$ cat config.mk
export PLATFORM = sky130hd
export DESIGN_NAME = counting_semaphore_table_top
export DESIGN_NICKNAME = d
export VERILOG_FILES = /design/src/rtl/cst_pkg.sv /design/src/rtl/cst_ram.sv /design/src/rtl/cst_ctrl.sv /design/src/rtl/cst_dp.sv /design/src/rtl/counting_semaphore_table_top.sv
export SDC_FILE = /design/constraint.sdc
export NUM_CORES = 2
export LEC_CHECK = 0
export BUFFER_PORTS_ARGS = -buffer_cell sky130_fd_sc_hd__buf_2
export CAP_MARGIN = 20
export CORE_ASPECT_RATIO = 1.25
export CORE_MARGIN = 1.5
export CORE_UTILIZATION = 60
export CTS_CLUSTER_SIZE = 12
export DETAILED_ROUTE_END_ITERATION = 16
export HOLD_SLACK_MARGIN = 0.06
export PLACE_DENSITY = 0.76
export SYNTH_ARGS = -nofsm -noshare
export SYNTH_HDL_FRONTEND = slang
export SYNTH_SLANG_ARGS = --single-unit
$ cat constraint.sdc
create_clock -name clk -period 5.6 [get_ports clk]
set_clock_uncertainty 0.1 [all_clocks]
set_input_delay 1.12 -clock clk [delete_from_list [all_inputs] [get_ports clk]]
set_output_delay 1.12 -clock clk [all_outputs]
set_load 0.005 [all_outputs]
$ cat src/rtl/cst_pkg.sv
package cst_pkg;

  // operation kinds
  localparam logic [1:0] KIND_ALLOC  = 2'd0;
  localparam logic [1:0] KIND_WAIT   = 2'd1;
  localparam logic [1:0] KIND_SIGNAL = 2'd2;
  localparam logic [1:0] KIND_NOP    = 2'd3;

  // result status codes
  localparam logic [1:0] ST_OK       = 2'd0;
  localparam logic [1:0] ST_NOFREE   = 2'd1;
  localparam logic [1:0] ST_QFULL    = 2'd2;
  localparam logic [1:0] ST_NOTALLOC = 2'd3;

  // free-entry scan examines this many valid bits per cycle
  localparam int GRP_SIZE = 8;
  localparam int GRP_W    = 3;

  localparam int CNT_W = 16;

  typedef struct packed {
    logic [1:0]  kind;
    logic [7:0]  pid;
    logic [3:0]  sem_index;
    logic [14:0] start_count;
  } cst_in_t;

  typedef struct packed {
    logic [1:0]         status;
    logic [3:0]         allocated_index;
    logic               caller_blocked;
    logic               wake_valid;
    logic [7:0]         wake_pid;
    logic signed [15:0] count_after;
  } cst_out_t;

  typedef struct packed {
    logic accept;
    logic out_load;
    logic scan;
    logic exec;
    logic wake;
  } cst_cmd_t;

  typedef struct packed {
    logic in_alloc;
    logic in_rw_ok;
    logic found;
    logic last;
    logic need_wake;
    logic out_free;
  } cst_stat_t;

endpackage

$ cat src/rtl/cst_ram.sv
module cst_ram #(
  parameter int WIDTH = 8,
  parameter int DEPTH = 16
) (
  input  logic                     clk,
  input  logic                     we,
  input  logic [$clog2(DEPTH)-1:0] waddr,
  input  logic [WIDTH-1:0]         wdata,
  input  logic                     re,
  input  logic [$clog2(DEPTH)-1:0] raddr,
  output logic [WIDTH-1:0]         rdata
);

  logic [WIDTH-1:0] mem_r [DEPTH];
  logic [WIDTH-1:0] rdata_r;

  always_ff @(posedge clk) begin
    if (we) begin
      mem_r[waddr] <= wdata;
    end
    if (re) begin
      rdata_r <= mem_r[raddr];
    end
  end

  assign rdata = rdata_r;

endmodule

$ cat src/rtl/cst_ctrl.sv
module cst_ctrl (
  input  logic                clk,
  input  logic                rst_n,
  input  logic                in_valid,
  output logic                in_stall,
  input  cst_pkg::cst_stat_t  st,
  output cst_pkg::cst_cmd_t   cmd
);

  localparam logic [2:0] S_IDLE = 3'd0;
  localparam logic [2:0] S_SCAN = 3'd1;
  localparam logic [2:0] S_READ = 3'd2;
  localparam logic [2:0] S_WAKE = 3'd3;
  localparam logic [2:0] S_DONE = 3'd4;

  logic [2:0] state_r;
  logic [2:0] state_nxt;
  logic       take;
  logic       accept;

  // a result waiting in DONE moves out in the same cycle a new transaction comes in
  assign take   = (state_r == S_IDLE) || ((state_r == S_DONE) && st.out_free);
  assign accept = take && in_valid;
  assign in_stall = !take;

  always_comb begin
    cmd          = '0;
    cmd.accept   = accept;
    cmd.out_load = (state_r == S_DONE) && st.out_free;
    cmd.scan     = (state_r == S_SCAN);
    cmd.exec     = (state_r == S_READ);
    cmd.wake     = (state_r == S_WAKE);
  end

  always_comb begin
    state_nxt = state_r;
    case (state_r)
      S_IDLE, S_DONE: begin
        if (accept) begin
          if (st.in_alloc) begin
            state_nxt = S_SCAN;
          end else if (st.in_rw_ok) begin
            state_nxt = S_READ;
          end else begin
            state_nxt = S_DONE;
          end
        end else if (state_r == S_DONE && st.out_free) begin
          state_nxt = S_IDLE;
        end
      end
      S_SCAN: begin
        if (st.found || st.last) begin
          state_nxt = S_DONE;
        end
      end
      S_READ: begin
        state_nxt = st.need_wake ? S_WAKE : S_DONE;
      end
      S_WAKE: begin
        state_nxt = S_DONE;
      end
      default: begin
        state_nxt = S_IDLE;
      end
    endcase
  end

  always_ff @(posedge clk) begin
    if (!rst_n) begin
      state_r <= S_IDLE;
    end else begin
      state_r <= state_nxt;
    end
  end

  a_wake_follows: assert property (@(posedge clk) disable iff (!rst_n)
    (cmd.exec && st.need_wake) |=> cmd.wake)
    else $error("wake read not followed by wake cycle");

endmodule

$ cat src/rtl/cst_dp.sv
module cst_dp #(
  parameter int NUM_SEMS    = 16,
  parameter int QUEUE_DEPTH = 16,
  parameter int PID_BITS    = 8
) (
  input  logic                clk,
  input  logic                rst_n,
  input  cst_pkg::cst_in_t    in_data,
  input  logic                out_stall,
  output logic                out_valid,
  output cst_pkg::cst_out_t   out_data,
  input  cst_pkg::cst_cmd_t   cmd,
  output cst_pkg::cst_stat_t  st
);

  localparam int SW   = $clog2(NUM_SEMS);
  localparam int QW   = $clog2(QUEUE_DEPTH);
  localparam int FW   = QW + 1;
  localparam int NGRP = (NUM_SEMS + cst_pkg::GRP_SIZE - 1) / cst_pkg::GRP_SIZE;
  localparam int GW   = (NGRP > 1) ? $clog2(NGRP) : 1;
  localparam int NPAD = NGRP * cst_pkg::GRP_SIZE;
  localparam int TW   = cst_pkg::CNT_W + QW + QW + FW;
  localparam int WAW  = SW + QW;
  localparam int WDEP = NUM_SEMS * (1 << QW);

  cst_pkg::cst_in_t  item_r;
  cst_pkg::cst_out_t res_r;
  cst_pkg::cst_out_t res_nxt;
  cst_pkg::cst_out_t quick;
  cst_pkg::cst_out_t out_data_r;
  logic              out_valid_r;
  logic [NUM_SEMS-1:0] valid_r;
  logic [GW-1:0]     grp_r;

  // per-entry table: count, head, tail, fill
  logic              tbl_we;
  logic [SW-1:0]     tbl_waddr;
  logic [TW-1:0]     tbl_wdata;
  logic              tbl_re;
  logic [SW-1:0]     tbl_raddr;
  logic [TW-1:0]     tbl_rdata;

  logic              wr_we;
  logic [WAW-1:0]    wr_waddr;
  logic [PID_BITS-1:0] wr_wdata;
  logic              wr_re;
  logic [WAW-1:0]    wr_raddr;
  logic [PID_BITS-1:0] wr_rdata;

  logic [SW-1:0]     in_idx;
  logic              in_rw;
  logic              in_range;
  logic [SW-1:0]     it_idx;

  logic [NPAD-1:0]   vpad;
  logic [cst_pkg::GRP_SIZE-1:0] slice;
  logic [cst_pkg::GRP_W-1:0]    pe;
  logic [SW-1:0]     scan_idx;
  logic              found;
  logic              last;
  logic              need_wake;

  logic signed [15:0] c;
  logic signed [15:0] n;
  logic [QW-1:0]     head;
  logic [QW-1:0]     tail;
  logic [FW-1:0]     fill;
  logic [QW-1:0]     head_inc;
  logic [QW-1:0]     tail_inc;

  // input decode
  assign in_idx   = SW'(in_data.sem_index);
  assign in_range = (32'(in_data.sem_index) < NUM_SEMS);
  assign in_rw    = (in_data.kind == cst_pkg::KIND_WAIT) ||
                    (in_data.kind == cst_pkg::KIND_SIGNAL);

  always_comb begin
    quick = '0;
    if (in_rw && !(in_range && valid_r[in_idx])) begin
      quick.status = cst_pkg::ST_NOTALLOC;
    end
  end

  assign tbl_re    = cmd.accept && in_rw && in_range && valid_r[in_idx];
  assign tbl_raddr = in_idx;

  // free-entry scan, one group of valid bits per cycle
  always_comb begin
    vpad = '1;
    vpad[NUM_SEMS-1:0] = valid_r;
  end

  assign slice = vpad[grp_r * cst_pkg::GRP_SIZE +: cst_pkg::GRP_SIZE];

  always_comb begin
    pe = '0;
    for (int i = cst_pkg::GRP_SIZE - 1; i >= 0; i--) begin
      if (!slice[i]) begin
        pe = cst_pkg::GRP_W'(i);
      end
    end
  end

  assign found    = !(&slice);
  assign last     = (grp_r == GW'(NGRP - 1));
  assign scan_idx = SW'({grp_r, pe});

  // unpack the entry read at accept
  assign it_idx = SW'(item_r.sem_index);
  assign {c, head, tail, fill} = tbl_rdata;
  assign head_inc = (head == QW'(QUEUE_DEPTH - 1)) ? '0 : head + 1'b1;
  assign tail_inc = (tail == QW'(QUEUE_DEPTH - 1)) ? '0 : tail + 1'b1;

  always_comb begin
    res_nxt   = res_r;
    tbl_we    = 1'b0;
    tbl_waddr = it_idx;
    tbl_wdata = tbl_rdata;
    wr_we     = 1'b0;
    wr_waddr  = {it_idx, tail};
    wr_wdata  = PID_BITS'(item_r.pid);
    wr_re     = 1'b0;
    wr_raddr  = {it_idx, head};
    need_wake = 1'b0;
    n         = c;

    if (cmd.scan) begin
      if (found) begin
        tbl_we    = 1'b1;
        tbl_waddr = scan_idx;
        tbl_wdata = {signed'({1'b0, item_r.start_count}), {QW{1'b0}}, {QW{1'b0}},
                     {FW{1'b0}}};
        res_nxt = '0;
        res_nxt.status          = cst_pkg::ST_OK;
        res_nxt.allocated_index = 4'(scan_idx);
        res_nxt.count_after     = signed'({1'b0, item_r.start_count});
      end else if (last) begin
        res_nxt = '0;
        res_nxt.status = cst_pkg::ST_NOFREE;
      end
    end

    if (cmd.exec) begin
      res_nxt = '0;
      if (item_r.kind == cst_pkg::KIND_WAIT) begin
        // hold at the minimum count
        n = (c == 16'sh8000) ? c : c - 16'sd1;
        if (n[15]) begin
          if (fill >= FW'(QUEUE_DEPTH)) begin
            res_nxt.status      = cst_pkg::ST_QFULL;
            res_nxt.count_after = c;
          end else begin
            wr_we     = 1'b1;
            tbl_we    = 1'b1;
            tbl_wdata = {n, head, tail_inc, fill + 1'b1};
            res_nxt.caller_blocked = 1'b1;
            res_nxt.count_after    = n;
          end
        end else begin
          tbl_we    = 1'b1;
          tbl_wdata = {n, head, tail, fill};
          res_nxt.count_after = n;
        end
      end else begin
        // saturate at the maximum count
        n = (c == 16'sh7FFF) ? c : c + 16'sd1;
        tbl_we = 1'b1;
        res_nxt.count_after = n;
        if ((n[15] || n == 16'sd0) && fill != '0) begin
          need_wake = 1'b1;
          wr_re     = 1'b1;
          tbl_wdata = {n, head_inc, tail, fill - 1'b1};
          res_nxt.wake_valid = 1'b1;
        end else begin
          tbl_wdata = {n, head, tail, fill};
        end
      end
    end

    if (cmd.wake) begin
      res_nxt.wake_pid = 8'(wr_rdata);
    end
  end

  cst_ram #(
    .WIDTH (TW),
    .DEPTH (NUM_SEMS)
  ) u_tbl (
    .clk   (clk),
    .we    (tbl_we),
    .waddr (tbl_waddr),
    .wdata (tbl_wdata),
    .re    (tbl_re),
    .raddr (tbl_raddr),
    .rdata (tbl_rdata)
  );

  cst_ram #(
    .WIDTH (PID_BITS),
    .DEPTH (WDEP)
  ) u_wait (
    .clk   (clk),
    .we    (wr_we),
    .waddr (wr_waddr),
    .wdata (wr_wdata),
    .re    (wr_re),
    .raddr (wr_raddr),
    .rdata (wr_rdata)
  );

  always_ff @(posedge clk) begin
    if (cmd.accept) begin
      item_r <= in_data;
      grp_r  <= '0;
      res_r  <= quick;
    end else begin
      res_r <= res_nxt;
      if (cmd.scan && !found && !last) begin
        grp_r <= grp_r + 1'b1;
      end
    end
    if (cmd.out_load) begin
      out_data_r <= res_r;
    end
  end

  always_ff @(posedge clk) begin
    if (!rst_n) begin
      valid_r     <= '0;
      out_valid_r <= 1'b0;
    end else begin
      if (cmd.scan && found) begin
        valid_r[scan_idx] <= 1'b1;
      end
      if (cmd.out_load) begin
        out_valid_r <= 1'b1;
      end else if (!out_stall) begin
        out_valid_r <= 1'b0;
      end
    end
  end

  assign out_valid = out_valid_r;
  assign out_data  = out_data_r;

  always_comb begin
    st           = '0;
    st.in_alloc  = (in_data.kind == cst_pkg::KIND_ALLOC);
    st.in_rw_ok  = tbl_re;
    st.found     = found;
    st.last      = last;
    st.need_wake = need_wake;
    st.out_free  = !out_valid_r || !out_stall;
  end

  a_wait_port: assert property (@(posedge clk) disable iff (!rst_n)
    !(wr_we && wr_re))
    else $error("wait store written and read in one cycle");

  a_alloc_marks: assert property (@(posedge clk) disable iff (!rst_n)
    (cmd.scan && found) |=> valid_r[$past(scan_idx)])
    else $error("allocated entry not marked valid");

  a_blocked_ok: assert property (@(posedge clk) disable iff (!rst_n)
    (out_valid_r && out_data_r.caller_blocked) |->
      (out_data_r.status == cst_pkg::ST_OK && !out_data_r.wake_valid))
    else $error("blocked caller with bad status or wake");

endmodule

$ cat src/rtl/counting_semaphore_table_top.sv
// Table of NUM_SEMS counting semaphores, each with a FIFO of up to QUEUE_DEPTH
// blocked process IDs. Each input transaction (allocate, wait, signal) yields
// exactly one result transaction. A wait or a signal that wakes nobody reads
// the per-entry table at accept, then does its read-modify-write; a signal
// that wakes a process adds a read of the wait store. An allocate scans the
// entry valid bits eight per cycle and stops at the first group holding a free
// entry or at the last group; an op on an unallocated entry or an unknown kind
// goes straight to the result. One transaction is in work at a time; a finished
// result sits in an output register, so the next input is taken while it waits.
// Entry counts and queues live in RAM and need no clearing after reset.
module counting_semaphore_table_top #(
  parameter int NUM_SEMS    = 16,
  parameter int QUEUE_DEPTH = 16,
  parameter int PID_BITS    = 8
) (
  input  logic               clk,
  input  logic               rst_n,
  input  logic               in_valid,
  output logic               in_stall,
  input  cst_pkg::cst_in_t   in_data,
  output logic               out_valid,
  input  logic               out_stall,
  output cst_pkg::cst_out_t  out_data
);

  cst_pkg::cst_cmd_t  cmd;
  cst_pkg::cst_stat_t st;

  cst_ctrl u_ctrl (
    .clk      (clk),
    .rst_n    (rst_n),
    .in_valid (in_valid),
    .in_stall (in_stall),
    .st       (st),
    .cmd      (cmd)
  );

  cst_dp #(
    .NUM_SEMS    (NUM_SEMS),
    .QUEUE_DEPTH (QUEUE_DEPTH),
    .PID_BITS    (PID_BITS)
  ) u_dp (
    .clk       (clk),
    .rst_n     (rst_n),
    .in_data   (in_data),
    .out_stall (out_stall),
    .out_valid (out_valid),
    .out_data  (out_data),
    .cmd       (cmd),
    .st        (st)
  );

endmodule

; Word-level counts from Yosys, hierarchy flattened
; Memories as Yosys holds them, arrays and structs flattened. A register that Yosys moved wholly into a read port is not among the register bits.
; Index checks and enable logic that the tools add are counted.
[op_classes]
n_addsub = 7
multipliers = 0
div_mod_pow = 0
n_lt_le_gt_ge = 4
n_eq_ne = 18
shifts = 1
n_mux = 64
n_bitwise = 1
n_reduce_logical = 36
[op_table]
columns = operator, count
row1 = two-way mux 29 bit, 6
row2 = two-way mux 32 bit, 5
row3 = two-way mux 16 bit, 5
row4 = two-way mux 3 bit, 14
row5 = "equality test 16 bit, second input constant", 2
row6 = two-way mux 1 bit, 21
row7 = "adder 16 x 2 -> 16 bit, second input constant", 1
row8 = zero test 16 bit, 1
row9 = two-way mux 4 bit, 4
row10 = bitwise OR 16 bit, 1
row11 = indexed part select 16 x 5 -> 8 bit, 1
row12 = "subtractor 16 x 2 -> 16 bit, second input constant", 1
row13 = two-way mux 13 bit, 1
row14 = case mux 3 bit (4 select lines), 1
row15 = logical AND 1 bit, 10
row16 = "less-than comparator 4 x 5 -> 1 bit, second input constant", 2
row17 = AND reduction 2 bit, 5
row18 = "adder 4 x 1 -> 4 bit, second input constant", 2
row19 = "equality test 4 bit, second input constant", 2
row20 = two-way mux 2 bit, 4
row21 = two-way mux 8 bit, 1
row22 = "inequality test 4 x 3 -> 1 bit, second input constant", 2
row23 = AND reduction 8 bit, 1
row24 = "equality test 3 x 2 -> 1 bit, second input constant", 2
row25 = 22 further kinds, 36
[totals]
register_bits = 114
latch_bits = 0
mem_bits_rw = 2512
romBits = 0
out_inout_bits = 34
n_memories = 2
[mem_list]
columns = name, words, word_bits, rd, rd_clocked_by_memory_dff, write_ports, line_no
row1 = u_dp.u_wait.mem_r, 256, 8, 1, 1, 1, cst_ram.sv:14  ; logic [WIDTH-1:0] mem_r [DEPTH];
row2 = u_dp.u_tbl.mem_r, 16, 29, 1, 1, 1, cst_ram.sv:14

; Longest topological paths before layout
[depth]
depth_word = 14
depth_mapped = 13
ltp_nobuf = 9

; By module
; Synthesis repeated with hierarchy kept, for this count alone.
[unflattened]
hier_cells = 5250
hier_area_um2 = 104808.0
[modules_own_cells]
columns = mod, instances, cells_each, area_per_inst_um2, seq_area_each_um2
row1 = cst_ram at u_dp.u_wait, 1, 3733, 79636.4, 61739.2
row2 = cst_ram at u_dp.u_tbl, 1, 761, 18322.6, 14804.2
row3 = cst_dp, 1, 724, 6601.3, 2852.7
row4 = cst_ctrl, 1, 32, 247.7, 60.1

; Worst setup path before layout
; No wires, ideal clock.
[synth_timing]
kind = register -> register
start = register u_dp.u_tbl.rdata_r[16], in the netlist u_dp.u_tbl.rdata[16], read port of u_dp.u_tbl.mem_r
end = memory u_dp.u_tbl.mem_r[12][0] (netlist name), enable pin
arrival_ps = 3920
t_required_ps = 5085
slack_ps = 1165
path_stages_with_launch = 11
n_path_buf = 3
synth_period_minus_slack_ps = 4435
path_cell_list = edfxtp_1 or3_1 clkbuf_1 or4_1 clkbuf_1 nor3_1 nor3_1 buf_2 a21oi_2 a22oi_1 nor2_1
[synth_between]
elab_chain_len = 7
word_cells_on_any_way = 8
cone_classes = add/sub (1) / eq/ne (1) / mux (6)
[synth_lines]
columns = element, line_no
row1 = start: declaration, cst_ram.sv:15  ; logic [WIDTH-1:0] rdata_r;
row2 = subtractor 16 x 2 -> 16 bit / equality test 16 bit (equally long branches), cst_dp.sv:147  ; n = (c == 16'sh8000) ? c : c - 16'sd1;
row3 = two-way mux 16 bit (*), cst_dp.sv:147
row4 = two-way mux 1 bit (*), cst_dp.sv:148  ; if (n[15]) begin
row5 = two-way mux 1 bit (*), cst_dp.sv:145  ; if (item_r.kind == cst_pkg::KIND_WAIT) begin
row6 = two-way mux 1 bit (*), cst_dp.sv:143  ; if (cmd.exec) begin
row7 = two-way mux 1 bit (*), cst_ram.sv:18  ; if (we) begin
row8 = two-way mux 1 bit (implied by the code) (*), cst_ram.sv:19  ; mem_r[waddr] <= wdata;
row9 = end: declaration, cst_ram.sv:14
; Mark *: on every way between the ends. The rest lies on a longest branch, timed or not.

; Worst setup path in the final report
[layout_timing]
start = register u_dp.u_tbl.rdata_r[18], in the netlist u_dp.u_tbl.rdata[18], read port of u_dp.u_tbl.mem_r
end = memory u_dp.u_wait.mem_r[140][0], in the netlist u_dp.u_wait.mem_r[35][0], enable pin
[layout_between]
elab_chain_len = 7
word_cells_on_any_way = 8
cone_classes = add/sub (1) / eq/ne (1) / mux (6)
[layout_lines]
columns = element, line_no
row1 = subtractor 16 x 2 -> 16 bit / equality test 16 bit (equally long branches), cst_dp.sv:147
row2 = two-way mux 16 bit (*), cst_dp.sv:147
row3 = two-way mux 1 bit (*), cst_dp.sv:148
row4 = two-way mux 1 bit (*), cst_dp.sv:145
row5 = two-way mux 1 bit (*), cst_dp.sv:143
row6 = two-way mux 1 bit (*), cst_ram.sv:18
row7 = two-way mux 1 bit (implied by the code) (*), cst_ram.sv:19
row8 = end: declaration, cst_ram.sv:14
; Marks and branches as above.

==> flow_metrics.tcl <==
set metrics [dict create \
    status "completed" \
    cp_cell_sequence "or3_1 -> nor4_4 -> a21o_1 -> nand2_1 -> nor3_4 -> nand3_2 -> buf_4 -> nor2_1" \
    synth_flop_cell "edfxtp_1" \
    first_iter_violations 7508 \
    path_max_fanout 12 \
    post_cts_resized 0 \
    final_core_utilization 0.6726 \
    layout_commonest_cell "edfxtp_1" \
    clock_path_buffers 4 \
    synth_edf_count 2612 \
    fill_cells 10090 \
    arrival_ps 5560 \
    core_um2 172100 \
    maxCapViolations 0 \
    grt_use_total 0.3085 \
    syn_area_um2 104100 \
    relSlewSlack 0.1387 \
    grt_max_degree 213 \
    die_y_um 468.8 \
    die_w_um 375.6 \
    overflow 0 \
    cp-end-kind "flip-flop" \
    fin_crit_sh 0.9164 \
    cts_buffers 280 \
    ys_ff_latch 2663 \
    ys_async_sr_fraction 0 \
    synth_cell_types 75 \
    ant_nets 0 \
    routed_wl_um 267200 \
    cts_hold_buf 0 \
    gp_congestion 0.9511 \
    final_cell_mix "2612 x edfxtp_1, 795 x mux4_2, 317 x nor2_1, 284 x clkbuf_16, 140 x buf_4" \
    wire_per_inst_um 36.44 \
    grt_pass1_vias 52960 \
    port_buffers 66 \
    ir_worst_vdd_mv 0.4081 \
    post_cts_buffers 0 \
    hold_path_class "in -> reg" \
    critical_path.startpoint_type "flip-flop" \
    antenna_found_initial 11 \
    syn_nets 4816 \
    drcViolationCount 0 \
    detail_route.vias_per_cell 7.143 \
    min_period_ps 5132 \
    leakage_nw 35.70 \
    required_ps 6030 \
    seq_area_um2 79460 \
    rows 170 \
    finalHoldViolCount 0 \
    p_per_area_nw_per_um2 338.1 \
    die_area_um2 176100 \
    clock_latency_ps 950 \
    setup-violations-final 0 \
    fin_nets 5054 \
    pin_count 67 \
    cts-root-buf "clkbuf_16" \
    drive_gt1_frac 0.2766 \
    syn_avg_cell_area_um2 21.82 \
    crit_path_top_delay_cell "nand3_2" \
    rsz0062_at_grt "false" \
    ys_seq_area_frac 0.7630 \
    path_class "reg -> reg" \
    htreeDepth 5 \
    cpPeakStageDelay_ps 890 \
    multi_input_area_um2 23630 \
    worstMarginPinSlew_ps 1292 \
    synthCells 4772 \
    grt_first_pass_wirelength_um 382600 \
    tns_ps 0 \
    hold_ws_ps 254.7 \
    clock-sinks 2663 \
    cts_tree "yes" \
    synthToLayoutAreaGrowth_pct 11.14 \
    start_util 0.6052 \
    clk_transition_reported_paths_ps 60 \
    slew_violations 0 \
    dp_hpwl_um 154400 \
    ys_warn_count 0 \
    drt-pass1-iter-count 7 \
    vias 52380 \
    max_freq_mhz 194.9 \
]
## final timing paths
check                            startpoint                                 end  slack (ps)  cells past startpoint
min reg2reg      u_dp.res_r[1]$_SDFFE_PP0P_          u_dp.out_data[1]$_DFFE_PP_         310                      0
max          u_dp.u_tbl.rdata[18]$_DFFE_PP_  u_dp.u_wait.mem_r[35][0]$_DFFE_PP_         470                      8
min                             in_data[19]          u_dp.wr_wdata[0]$_DFFE_PP_         250                      1
max reg2reg  u_dp.u_tbl.rdata[18]$_DFFE_PP_  u_dp.u_wait.mem_r[35][0]$_DFFE_PP_         470                      8
## critical path: cells and delay by family (launching register included)
kind / cells / cell delay [ps]
and+or+nand+nor: 6 / 3100
DFF: 1 / 590
buffers and inverters: 1 / 530
AOI/OAI and AO/OA: 1 / 380
## metrics by stage
stage | power [mW] | worst slack, ps | cell area [µm²] | instances
after CTS | 39.23 | 616.8 | 115700 | 7324
after global routing | 39.94 | 385.0 | 115700 | 7328
final | 39.13 | 468.3 | 115700 | 7333
after floorplan | 22.84 | 1165 | 104100 | 4772
after detailed placement | 23.22 | 658.6 | 108200 | 6961
after global placement | 23.20 | 811.3 | 108200 | 6960
## power breakdown
group / internal (mW) / switching [mW] / total, mW
logic: 0.215 / 0.637 / 0.852
registers: 21.9 / 0.0490 / 22.0
clock network: 9.19 / 7.12 / 16.3
total: 31.3 / 7.80 / 39.1
## state kept, by name, indices dropped and copies added (netlist names)
name	count
u_dp.u_wait.mem_r	2048
u_dp.out_data	32
u_dp.it_idx	4
u_dp.wr_wdata	8
u_dp.out_valid	1
u_dp.u_tbl.rdata	29
u_ctrl.state_r	3
u_dp.u_tbl.mem_r	464
u_dp.valid_r	16
u_dp.res_r	32
u_dp.u_wait.rdata	8
u_dp.item_r	17
u_dp.grp_r	1
## logic make-up after synthesis
logic type	count (synthesis)	share of synthesized area
flip-flops	2663	0.7630
multiplexers	817	0.1741
AND/OR/NAND/NOR	683	0.03033
buffers and inverters	314	0.01218
AO/OA/AOI/OAI	271	0.01793
XOR/XNOR	13	0.001093
adder cells (fa/ha/maj)	11	0.001322
## cells in the mapped netlist (6+ instances only)
cell type | instances | area (µm²)
a211oi_1 | 7 | 52.55
nor4_1 | 16 | 100.1
a22oi_1 | 22 | 165.2
mux2_2 | 6 | 67.56
nor2_1 | 335 | 1257
nand4_1 | 23 | 143.9
a21oi_1 | 47 | 235.2
o21a_1 | 15 | 112.6
mux4_2 | 795 | 17900
xor2_1 | 7 | 61.31
a31oi_1 | 29 | 181.4
a32oi_1 | 9 | 78.83
buf_2 | 39 | 195.2
buf_4 | 11 | 82.58
nand3_2 | 9 | 90.09
dfxtp_1 | 51 | 1021
edfxtp_1 | 2612 | 78440
clkbuf_1 | 176 | 660.6
nand2_1 | 105 | 394.1
o211ai_1 | 6 | 45.04
buf_1 | 65 | 244.0
a311oi_1 | 6 | 52.55
nor3_1 | 37 | 185.2
o31ai_1 | 9 | 67.56
and3_1 | 9 | 56.30
mux2i_1 | 16 | 160.2
nand3_1 | 65 | 325.3
o22ai_1 | 9 | 56.30
and2_1 | 8 | 50.05
nand3b_1 | 7 | 52.55
or3_1 | 6 | 37.54
a21o_1 | 7 | 52.55
nand2b_1 | 12 | 75.07
ha_1 | 11 | 137.6
a21boi_0 | 7 | 52.55
inv_1 | 22 | 82.58
o21ai_0 | 45 | 225.2
xnor2_1 | 6 | 52.55
nor2b_1 | 24 | 150.1
## layout make-up
class / instances / area share
flip-flops and latches: 2663 / 0.6865
multi-input cells: 1795 / 0.2041
clock buffers: 339 / 0.06354
well taps: 2236 / 0.02417
repair buffers: 247 / 0.01930
clock inverters: 24 / 0.001438
inverters: 23 / 0.0007460
diodes: 6 / 0.0001297
## per-layer routing
metal	track usage	share of wire	vias to the layer above
met5	0	0.00017	-
met4	0.1482	0.055	6
met3	0.05931	0.097	684
met2	0.5138	0.50	3783
met1	0.3968	0.34	27460
li1	-	-	20450
(Power assumes the default switching activity.)
